**config.mk**
```make
export PLATFORM = sky130hd
export DESIGN_NAME = nearest_sample_rate_converter_core
export DESIGN_NICKNAME = d
export VERILOG_FILES = /design/src/hdl/nsrc_pkg.sv /design/src/hdl/nearest_sample_rate_converter_core.sv
export SDC_FILE = /design/constraint.sdc
export NUM_CORES = 1
export LEC_CHECK = 0
export ABC_AREA = 0
export BUFFER_PORTS_ARGS = -buffer_cell sky130_fd_sc_hd__buf_4
export CAP_MARGIN = 10
export CORE_MARGIN = 4
export CORE_UTILIZATION = 45
export DETAILED_ROUTE_END_ITERATION = 8
export GPL_TIMING_DRIVEN = 0
export PLACE_DENSITY = 0.66
export SLEW_MARGIN = 40
export SYNTH_ARGS = -nofsm -noshare
export SYNTH_HDL_FRONTEND = slang
export SYNTH_SLANG_ARGS = --single-unit
```
**constraint.sdc**
```tcl
create_clock -name clk_i -period 4.1 [get_ports clk_i]
set_input_delay 0.82 -clock clk_i [delete_from_list [all_inputs] [get_ports clk_i]]
set_output_delay 0.82 -clock clk_i [all_outputs]
set_load 0.01 [all_outputs]
```
**src/hdl/nsrc_pkg.sv**
```systemverilog
// Package with the widths, register map and helper functions of the nearest sample rate converter.
`timescale 1ns / 1ps

package nsrc_pkg;

  localparam int SAMPLE_W  = 16;
  localparam int STEP_W    = 16;
  localparam int OCNT_W    = 24;
  localparam int FRAC_BITS = 8;
  localparam int MIN_STEP  = 4;
  localparam int MAX_OUT   = 64;
  localparam int NCNT_W    = $clog2(MAX_OUT + 1);
  localparam int RESET_STEP  = 256;
  localparam int BYTE_OFFSET = 128;

  localparam int PADDR_W = 4;
  localparam int PDATA_W = 32;

  localparam logic [1:0] REG_STEP_RATIO   = 2'd0;
  localparam logic [1:0] REG_OUTPUT_COUNT = 2'd1;
  localparam logic [1:0] REG_WIDE_SAMPLES = 2'd2;

  typedef logic [SAMPLE_W-1:0] sample_t;
  typedef logic [STEP_W-1:0]   step_t;
  typedef logic [OCNT_W-1:0]   ocnt_t;

  function automatic logic signed [SAMPLE_W-1:0] convert_sample(input sample_t raw,
                                                                input logic wide);
    logic signed [8:0] narrow;
    narrow = $signed({1'b0, raw[7:0]}) - 9'sd128;
    if (wide) begin
      return $signed(raw);
    end
    return SAMPLE_W'(narrow);
  endfunction

  function automatic step_t clamp_step(input step_t step);
    if (step < step_t'(MIN_STEP)) begin
      return step_t'(MIN_STEP);
    end
    return step;
  endfunction

endpackage

```
**src/hdl/nearest_sample_rate_converter_core.sv**
```systemverilog
// Top level of the nearest sample rate converter with its register port and output sequencer.
//
// The block takes one raw mono PCM sample per input beat (in_valid_i, in_ready_o) and
// delivers zero or more converted copies of it as output beats (out_valid_o, out_ready_i).
// Output position i takes source sample (i * step) >> 8, where step is the 8.8 ratio held
// in the step register; output_count bounds the outputs of one sound, and a beat with
// sound_start_i set clears the position, source index and output counters first.
// An accepted sample is checked in the next cycle by the add-and-compare logic, which
// then emits one copy per cycle while the output register is free, looking one position
// ahead to flag the last copy. An input beat occupies the block until its copies, at most 64,
// are issued; no new sample is accepted meanwhile. A finished result waits in the output
// register while the next sample is accepted. When the receiver stalls, the sequencer holds
// its position until the register frees. Reset sets step to 256, output_count and
// wide_samples to zero and clears all counters. Registers are written over the APB port at
// byte addresses 0, 4 and 8; the user must write them only while idle, unchecked by the block.
`timescale 1ns / 1ps

module nearest_sample_rate_converter_core #(
  parameter int COUNT_BITS = 24
) (
  input  logic                                 clk_i,
  input  logic                                 rst_ni,
  input  logic                                 psel,
  input  logic                                 penable,
  input  logic                                 pwrite,
  input  logic [nsrc_pkg::PADDR_W-1:0]         paddr,
  input  logic [nsrc_pkg::PDATA_W-1:0]         pwdata,
  output logic [nsrc_pkg::PDATA_W-1:0]         prdata,
  output logic                                 pready,
  input  logic                                 in_valid_i,
  output logic                                 in_ready_o,
  input  logic [nsrc_pkg::SAMPLE_W-1:0]        raw_sample_i,
  input  logic                                 sound_start_i,
  output logic                                 out_valid_o,
  input  logic                                 out_ready_i,
  output logic signed [nsrc_pkg::SAMPLE_W-1:0] out_sample_o,
  output logic                                 last_of_input_o,
  output logic                                 sound_done_o
);

  localparam int ACC_W = COUNT_BITS + nsrc_pkg::FRAC_BITS;

  typedef enum logic {
    ST_IDLE,
    ST_RUN
  } state_e;

  state_e                          state_q, state_d;
  nsrc_pkg::step_t                 step_q;
  nsrc_pkg::ocnt_t                 ocnt_q;
  logic                            wide_q;
  logic [COUNT_BITS-1:0]           src_q, src_d;
  logic [ACC_W-1:0]                acc_q, acc_d;
  logic [COUNT_BITS-1:0]           em_q, em_d;
  logic [nsrc_pkg::NCNT_W-1:0]     n_q, n_d;
  logic signed [nsrc_pkg::SAMPLE_W-1:0] smp_q;
  logic                            out_valid_q, out_valid_d;
  logic signed [nsrc_pkg::SAMPLE_W-1:0] out_sample_q, out_sample_d;
  logic                            last_q, last_d;
  logic                            done_q, done_d;

  logic                            cfg_write;
  logic [1:0]                      reg_index;
  logic [31:0]                     ocnt_ext;
  logic [COUNT_BITS-1:0]           limit;
  logic [ACC_W-1:0]                acc_next;
  logic [COUNT_BITS-1:0]           em_inc;
  logic [nsrc_pkg::NCNT_W-1:0]     n_inc;
  logic                            cond;
  logic                            next_cond;
  logic                            slot_free;

  assign pready    = 1'b1;
  assign cfg_write = psel & penable & pwrite;
  assign reg_index = paddr[nsrc_pkg::PADDR_W-1:2];

  always_comb begin
    prdata = '0;
    case (reg_index)
      nsrc_pkg::REG_STEP_RATIO:   prdata = nsrc_pkg::PDATA_W'(step_q);
      nsrc_pkg::REG_OUTPUT_COUNT: prdata = nsrc_pkg::PDATA_W'(ocnt_q);
      nsrc_pkg::REG_WIDE_SAMPLES: prdata = nsrc_pkg::PDATA_W'(wide_q);
      default:                    prdata = '0;
    endcase
  end

  always_ff @(posedge clk_i or negedge rst_ni) begin
    if (!rst_ni) begin
      step_q <= nsrc_pkg::step_t'(nsrc_pkg::RESET_STEP);
      ocnt_q <= '0;
      wide_q <= 1'b0;
    end else if (cfg_write) begin
      case (reg_index)
        nsrc_pkg::REG_STEP_RATIO:   step_q <= pwdata[nsrc_pkg::STEP_W-1:0];
        nsrc_pkg::REG_OUTPUT_COUNT: ocnt_q <= pwdata[nsrc_pkg::OCNT_W-1:0];
        nsrc_pkg::REG_WIDE_SAMPLES: wide_q <= pwdata[0];
        default: ;
      endcase
    end
  end

  assign ocnt_ext  = 32'(ocnt_q);
  assign limit     = ocnt_ext[COUNT_BITS-1:0];
  assign acc_next  = acc_q + ACC_W'(nsrc_pkg::clamp_step(step_q));
  assign em_inc    = em_q + 1'b1;
  assign n_inc     = n_q + 1'b1;
  assign cond      = (n_q < nsrc_pkg::NCNT_W'(nsrc_pkg::MAX_OUT)) && (em_q < limit) &&
                     (acc_q[ACC_W-1:nsrc_pkg::FRAC_BITS] == src_q);
  assign next_cond = (n_inc < nsrc_pkg::NCNT_W'(nsrc_pkg::MAX_OUT)) && (em_inc < limit) &&
                     (acc_next[ACC_W-1:nsrc_pkg::FRAC_BITS] == src_q);
  assign slot_free = !out_valid_q || out_ready_i;

  assign in_ready_o = (state_q == ST_IDLE);

  always_comb begin
    state_d      = state_q;
    src_d        = src_q;
    acc_d        = acc_q;
    em_d         = em_q;
    n_d          = n_q;
    out_valid_d  = out_valid_q && !out_ready_i;
    out_sample_d = out_sample_q;
    last_d       = last_q;
    done_d       = done_q;
    case (state_q)
      ST_IDLE: begin
        if (in_valid_i) begin
          state_d = ST_RUN;
          n_d     = '0;
          if (sound_start_i) begin
            src_d = '0;
            acc_d = '0;
            em_d  = '0;
          end
        end
      end
      ST_RUN: begin
        if (!cond) begin
          src_d   = src_q + 1'b1;
          state_d = ST_IDLE;
        end else if (slot_free) begin
          out_valid_d  = 1'b1;
          out_sample_d = smp_q;
          last_d       = !next_cond;
          done_d       = (em_inc == limit);
          acc_d        = acc_next;
          em_d         = em_inc;
          n_d          = n_inc;
          if (!next_cond) begin
            src_d   = src_q + 1'b1;
            state_d = ST_IDLE;
          end
        end
      end
      default: state_d = ST_IDLE;
    endcase
  end

  always_ff @(posedge clk_i or negedge rst_ni) begin
    if (!rst_ni) begin
      state_q     <= ST_IDLE;
      src_q       <= '0;
      acc_q       <= '0;
      em_q        <= '0;
      n_q         <= '0;
      out_valid_q <= 1'b0;
    end else begin
      state_q     <= state_d;
      src_q       <= src_d;
      acc_q       <= acc_d;
      em_q        <= em_d;
      n_q         <= n_d;
      out_valid_q <= out_valid_d;
    end
  end

  always_ff @(posedge clk_i) begin
    if (in_valid_i && in_ready_o) begin
      smp_q <= nsrc_pkg::convert_sample(raw_sample_i, wide_q);
    end
    out_sample_q <= out_sample_d;
    last_q       <= last_d;
    done_q       <= done_d;
  end

  assign out_valid_o     = out_valid_q;
  assign out_sample_o    = out_sample_q;
  assign last_of_input_o = last_q;
  assign sound_done_o    = done_q;

endmodule
```
==> load_flow_metrics.sql <==
INSERT INTO impl_metrics (metric_group, metric, value, unit) VALUES
('cts', 'tritoncts', 'done', ''),
('setup_path', 'cp-start-kind', 'flop', ''),
('setup_path', 'timing_worst_setup_path_type', 'flop to flop', ''),
('detailed_routing', 'detailedRoute.firstIterationViolations', '843', ''),
('floorplan', 'die_w', '164.1', 'um'),
('yosys', 'synth.cells.most_frequent', 'sky130_fd_sc_hd__nand2_1 (140), sky130_fd_sc_hd__dfrtp_1 (129), sky130_fd_sc_hd__nor2_1 (82)', ''),
('yosys', 'count_of_synthesis_stage_warnings_from_yosys', '0', ''),
('cells_and_area', 'layout.area.seq', '4283', 'um^2'),
('run', 'cap_viol_max_count', '0', ''),
('detailed_routing', 'wirelength', '32000', 'um'),
('global_route', 'grt_pass1_vias', '9198', ''),
('outcome', 'outcome', 'complete, but fails checks', ''),
('detailed_routing', 'postRouteAntennaNets', '0', ''),
('outcome', 'failed_checks', 'negative setup slack', ''),
('yosys', 'synth-seq-cells', '164', ''),
('global_route', 'grt.overflow.total', '0', ''),
('power', 'vdd_ir_drop_max', '0.0002952', 'V'),
('power', 'design_power_total', '6510', 'uW'),
('yosys', 'post_synth_xor_area_fraction', '7.330', '%'),
('cells_and_area', 'final_nets', '1481', ''),
('floorplan', 'die_area', '26910', 'um^2'),
('yosys', 'area_share_of_the_largest_cell_type_after_synthesis', '29.46', '%'),
('place', 'gpl.final_weighted_congestion', '0.9395', ''),
('sta', 'clock.fmax', '0.2217', 'GHz'),
('yosys', 'ys_seq_area_share', '39.02', '%'),
('sta', 'post-route-worst-setup-slack', '-0.4113', 'ns'),
('setup_path', 'required', '4.42', 'ns'),
('yosys', 'post_synthesis_adder_cell_area_fraction', '7.833', '%'),
('setup_path', 'crit_path_max_fanout', '5', ''),
('cts', 'clock_tree_buf_depth', '2', ''),
('global_route', 'pin_count_of_the_biggest_net_entering_global_routing', '68', ''),
('yosys', 'syn_area', '10960', 'um^2'),
('setup_path', 'arrival_time_of_the_worst_setup_path', '4.83', 'ns'),
('power', 'pwr-share-comb', '40.1', '%'),
('cells_and_area', 'fill_cells', '2117', ''),
('sta', 'setup_viol_count_final', '25', ''),
('cts', 'clkSinkCount', '164', ''),
('yosys', 'synth_async_sr_flop_share', '79.27', '%'),
('sta', 'tightest_slew', '0.7268', 'ns'),
('detailed_routing', 'route.detailed.wl_per_inst', '18.99', 'um'),
('global_route', 'combined_global_route_utilization_of_all_metal_layers', '23.78', '%'),
('place', 'placed_cells', '1613', ''),
('yosys', 'combinational_family_with_the_most_area_after_synthesis', 'simple AND/OR/NAND/NOR gates', ''),
('power', 'seq_power_share', '33.1', '%'),
('place', 'post_dp_cell_area', '12180', 'um^2'),
('setup_path', 'r2r.worst_path.cells', '21', ''),
('cts', 'path_clk_slew', '0.07', 'ns'),
('yosys', 'gate_count_of_the_mapped_netlist', '1192', ''),
('floorplan', 'num_io_pins', '113', ''),
('yosys', 'yosysTopAreaCell', 'sky130_fd_sc_hd__dfrtp_1', ''),
('global_route', 'grt_first_pass_wirelength', '50150', 'um'),
('yosys', 'avgSynthCellArea', '9.193', 'um^2'),
('power', 'clockPowerShare', '26.8', '%'),
('yosys', 'synthesized_area_fraction_occupied_by_ao_oa_aoi_and_oai_cells', '15.69', '%'),
('yosys', 'yosys-mux-area-fraction', '3.768', '%'),
('sta', 'min_period_over_period', '110.0', '%'),
('floorplan', 'placementRows', '56', ''),
('worst_hold_path', 'min-delay-path-class', 'input port to async pin', ''),
('yosys', 'synthSimpleGateAreaFrac', '20.94', '%'),
('cells_and_area', 'antenna-diode-count', '0', ''),
('cts', 'htree_num_levels', '4', ''),
('detailed_routing', 'post_drt_via_cell_ratio', '5.693', ''),
('power', 'power.leakage', '0.006186', 'uW'),
('sta', 'final_period_minus_worst_setup_slack', '4.511', 'ns'),
('global_route', 'grt_antenna_before_repair', '0', ''),
('cells_and_area', 'fin_area', '13420', 'um^2'),
('cts', 'postCtsHoldBufs', '0', ''),
('cells_and_area', 'final_standard_cell_count_with_taps_included_and_fillers_excluded', '1685', ''),
('place', 'portBuffers', '93', ''),
('sta', 'rsz0062_at_grt', 'yes', ''),
('yosys', 'synthMostInstantiatedCell', 'sky130_fd_sc_hd__nand2_1', '');
-- layout by cell type (no fill, tap or decap), types with 5 or more instances in the layout --
master,netlist,final
sky130_fd_sc_hd__buf_2,13,13
sky130_fd_sc_hd__nor2_4,1,5
sky130_fd_sc_hd__xor2_1,44,44
sky130_fd_sc_hd__edfxtp_1,34,34
sky130_fd_sc_hd__dfrtp_2,0,6
sky130_fd_sc_hd__clkbuf_16,0,17
sky130_fd_sc_hd__and2_1,16,16
sky130_fd_sc_hd__nor4_1,12,8
sky130_fd_sc_hd__dfrtp_1,129,123
sky130_fd_sc_hd__nand3_1,81,78
sky130_fd_sc_hd__ha_1,67,66
sky130_fd_sc_hd__o21ai_0,72,72
sky130_fd_sc_hd__inv_1,40,40
sky130_fd_sc_hd__buf_6,8,17
sky130_fd_sc_hd__nor2_1,82,77
sky130_fd_sc_hd__o211ai_1,7,7
sky130_fd_sc_hd__inv_6,0,5
sky130_fd_sc_hd__buf_4,12,136
sky130_fd_sc_hd__xnor2_1,40,36
sky130_fd_sc_hd__a21oi_1,39,36
sky130_fd_sc_hd__conb_1,2,9
sky130_fd_sc_hd__nand2b_1,13,13
sky130_fd_sc_hd__a211oi_1,6,6
sky130_fd_sc_hd__nand2_1,140,138
sky130_fd_sc_hd__a221o_1,9,9
sky130_fd_sc_hd__mux2_2,18,18
sky130_fd_sc_hd__or3_1,19,18
sky130_fd_sc_hd__o31ai_1,13,11
sky130_fd_sc_hd__and3_1,18,15
sky130_fd_sc_hd__a31oi_1,9,8
sky130_fd_sc_hd__a21o_1,24,24
sky130_fd_sc_hd__mux2i_1,21,21
sky130_fd_sc_hd__nand4_1,31,31
sky130_fd_sc_hd__clkbuf_1,45,45
sky130_fd_sc_hd__nor2b_1,6,6
sky130_fd_sc_hd__nor3_1,24,21
sky130_fd_sc_hd__nor4_4,1,5
-- routing by layer --
layer | vias to the layer above | share of wire, % | global-route usage, %
li1 | 4591 | - | -
met1 | 4664 | 46 | 33.88
met2 | 304 | 47 | 38.24
met3 | 34 | 6.1 | 3.488
met4 | 0 | 1.4 | 6.062
met5 | - | 0 | 0
-- final cells by class --
type | count | area share [%]
inverters | 43 | 1.203
repair buffers | 136 | 8.216
well taps | 319 | 2.975
flip-flops and latches | 164 | 31.92
plain buffers | 80 | 3.161
multi-input cells | 911 | 47.83
clock buffers | 19 | 3.301
clock inverters | 13 | 1.390
-- flip-flops by register name (all words and copies together), names as in the netlist --
name             cells
wide_q               1
limit               24
out_valid_o          1
em_q                24
n_q                  7
sound_done_o         1
src_q               24
step_q              16
state_q              1
last_of_input_o      1
smp_q               16
acc_q               32
out_sample_o        16
-- logic make-up (layout without fill, tap and decap cells) --
kind of cell               Yosys count  count (layout)
other                                2               9
buffers and inverters              124             291
and+or+nand+nor                    465             465
xor gates and xnor gates            87              87
muxes                               39              39
adders and majority gates           68              68
AOI/OAI and AO/OA                  243             243
DFF                                164             164
-- final timing paths --
kind	slack (ns)	end	from
max	-0.41	src_q[21]	em_q[9]
min	0.32	limit[20]	rst_ni
max reg2reg	-0.41	src_q[21]	em_q[9]
min reg2reg	0.42	out_sample_o[7]	smp_q[7]
max in group asynchronous	3.07	src_q[9]	rst_ni
min in group clk_i	0.42	out_sample_o[7]	smp_q[7]
-- through the flow --
stage / hold slack, ns / setup slack, ns
floorplan: 0.4003 / 0.004121
global placement: 0.4005 / -1.117
detailed placement: 0.4054 / -1.104
CTS: 0.3402 / -0.3413
global route: 0.3620 / -0.5745
finish: 0.3170 / -0.4113
-- power by group through the flow --
stage / Sequential [uW] / Combinational (uW) / Clock, uW
2_1_floorplan: 2120 / 1700 / 0
3_3_place_gp: 2180 / 2400 / 0
3_5_place_dp: 2180 / 2450 / 0
4_1_cts: 2150 / 2530 / 1770
5_1_grt: 2190 / 2850 / 1840
6_report: 2160 / 2610 / 1740
-- what timing repair did --
action                     4_1_cts  5_1_grt
resized for setup               39       29
cloned                           2        0
pin swaps                       31       31
buffers inserted                21       19
setup endpoints to repair       26       53
-- worst max-delay path, stage by stage (launching register included) --
cell	delay [ns]
sky130_fd_sc_hd__dfrtp_1	0.37
sky130_fd_sc_hd__and3_4	0.22
sky130_fd_sc_hd__nand3_4	0.08
sky130_fd_sc_hd__or3_4	0.36
sky130_fd_sc_hd__buf_6	0.13
sky130_fd_sc_hd__nor2_4	0.14
sky130_fd_sc_hd__nand3_4	0.13
sky130_fd_sc_hd__nor3_4	0.22
sky130_fd_sc_hd__xnor2_2	0.11
sky130_fd_sc_hd__ha_1	0.30
sky130_fd_sc_hd__nand4_1	0.15
sky130_fd_sc_hd__buf_6	0.17
sky130_fd_sc_hd__nor4_4	0.35
sky130_fd_sc_hd__o31ai_4	0.15
sky130_fd_sc_hd__nand4_1	0.13
sky130_fd_sc_hd__nand4b_1	0.21
sky130_fd_sc_hd__nor4_4	0.07
sky130_fd_sc_hd__buf_4	0.16
sky130_fd_sc_hd__a211oi_4	0.35
sky130_fd_sc_hd__nor2_4	0.10
sky130_fd_sc_hd__buf_6	0.15
sky130_fd_sc_hd__a221o_1	0.32
(Power assumes the default switching activity.)
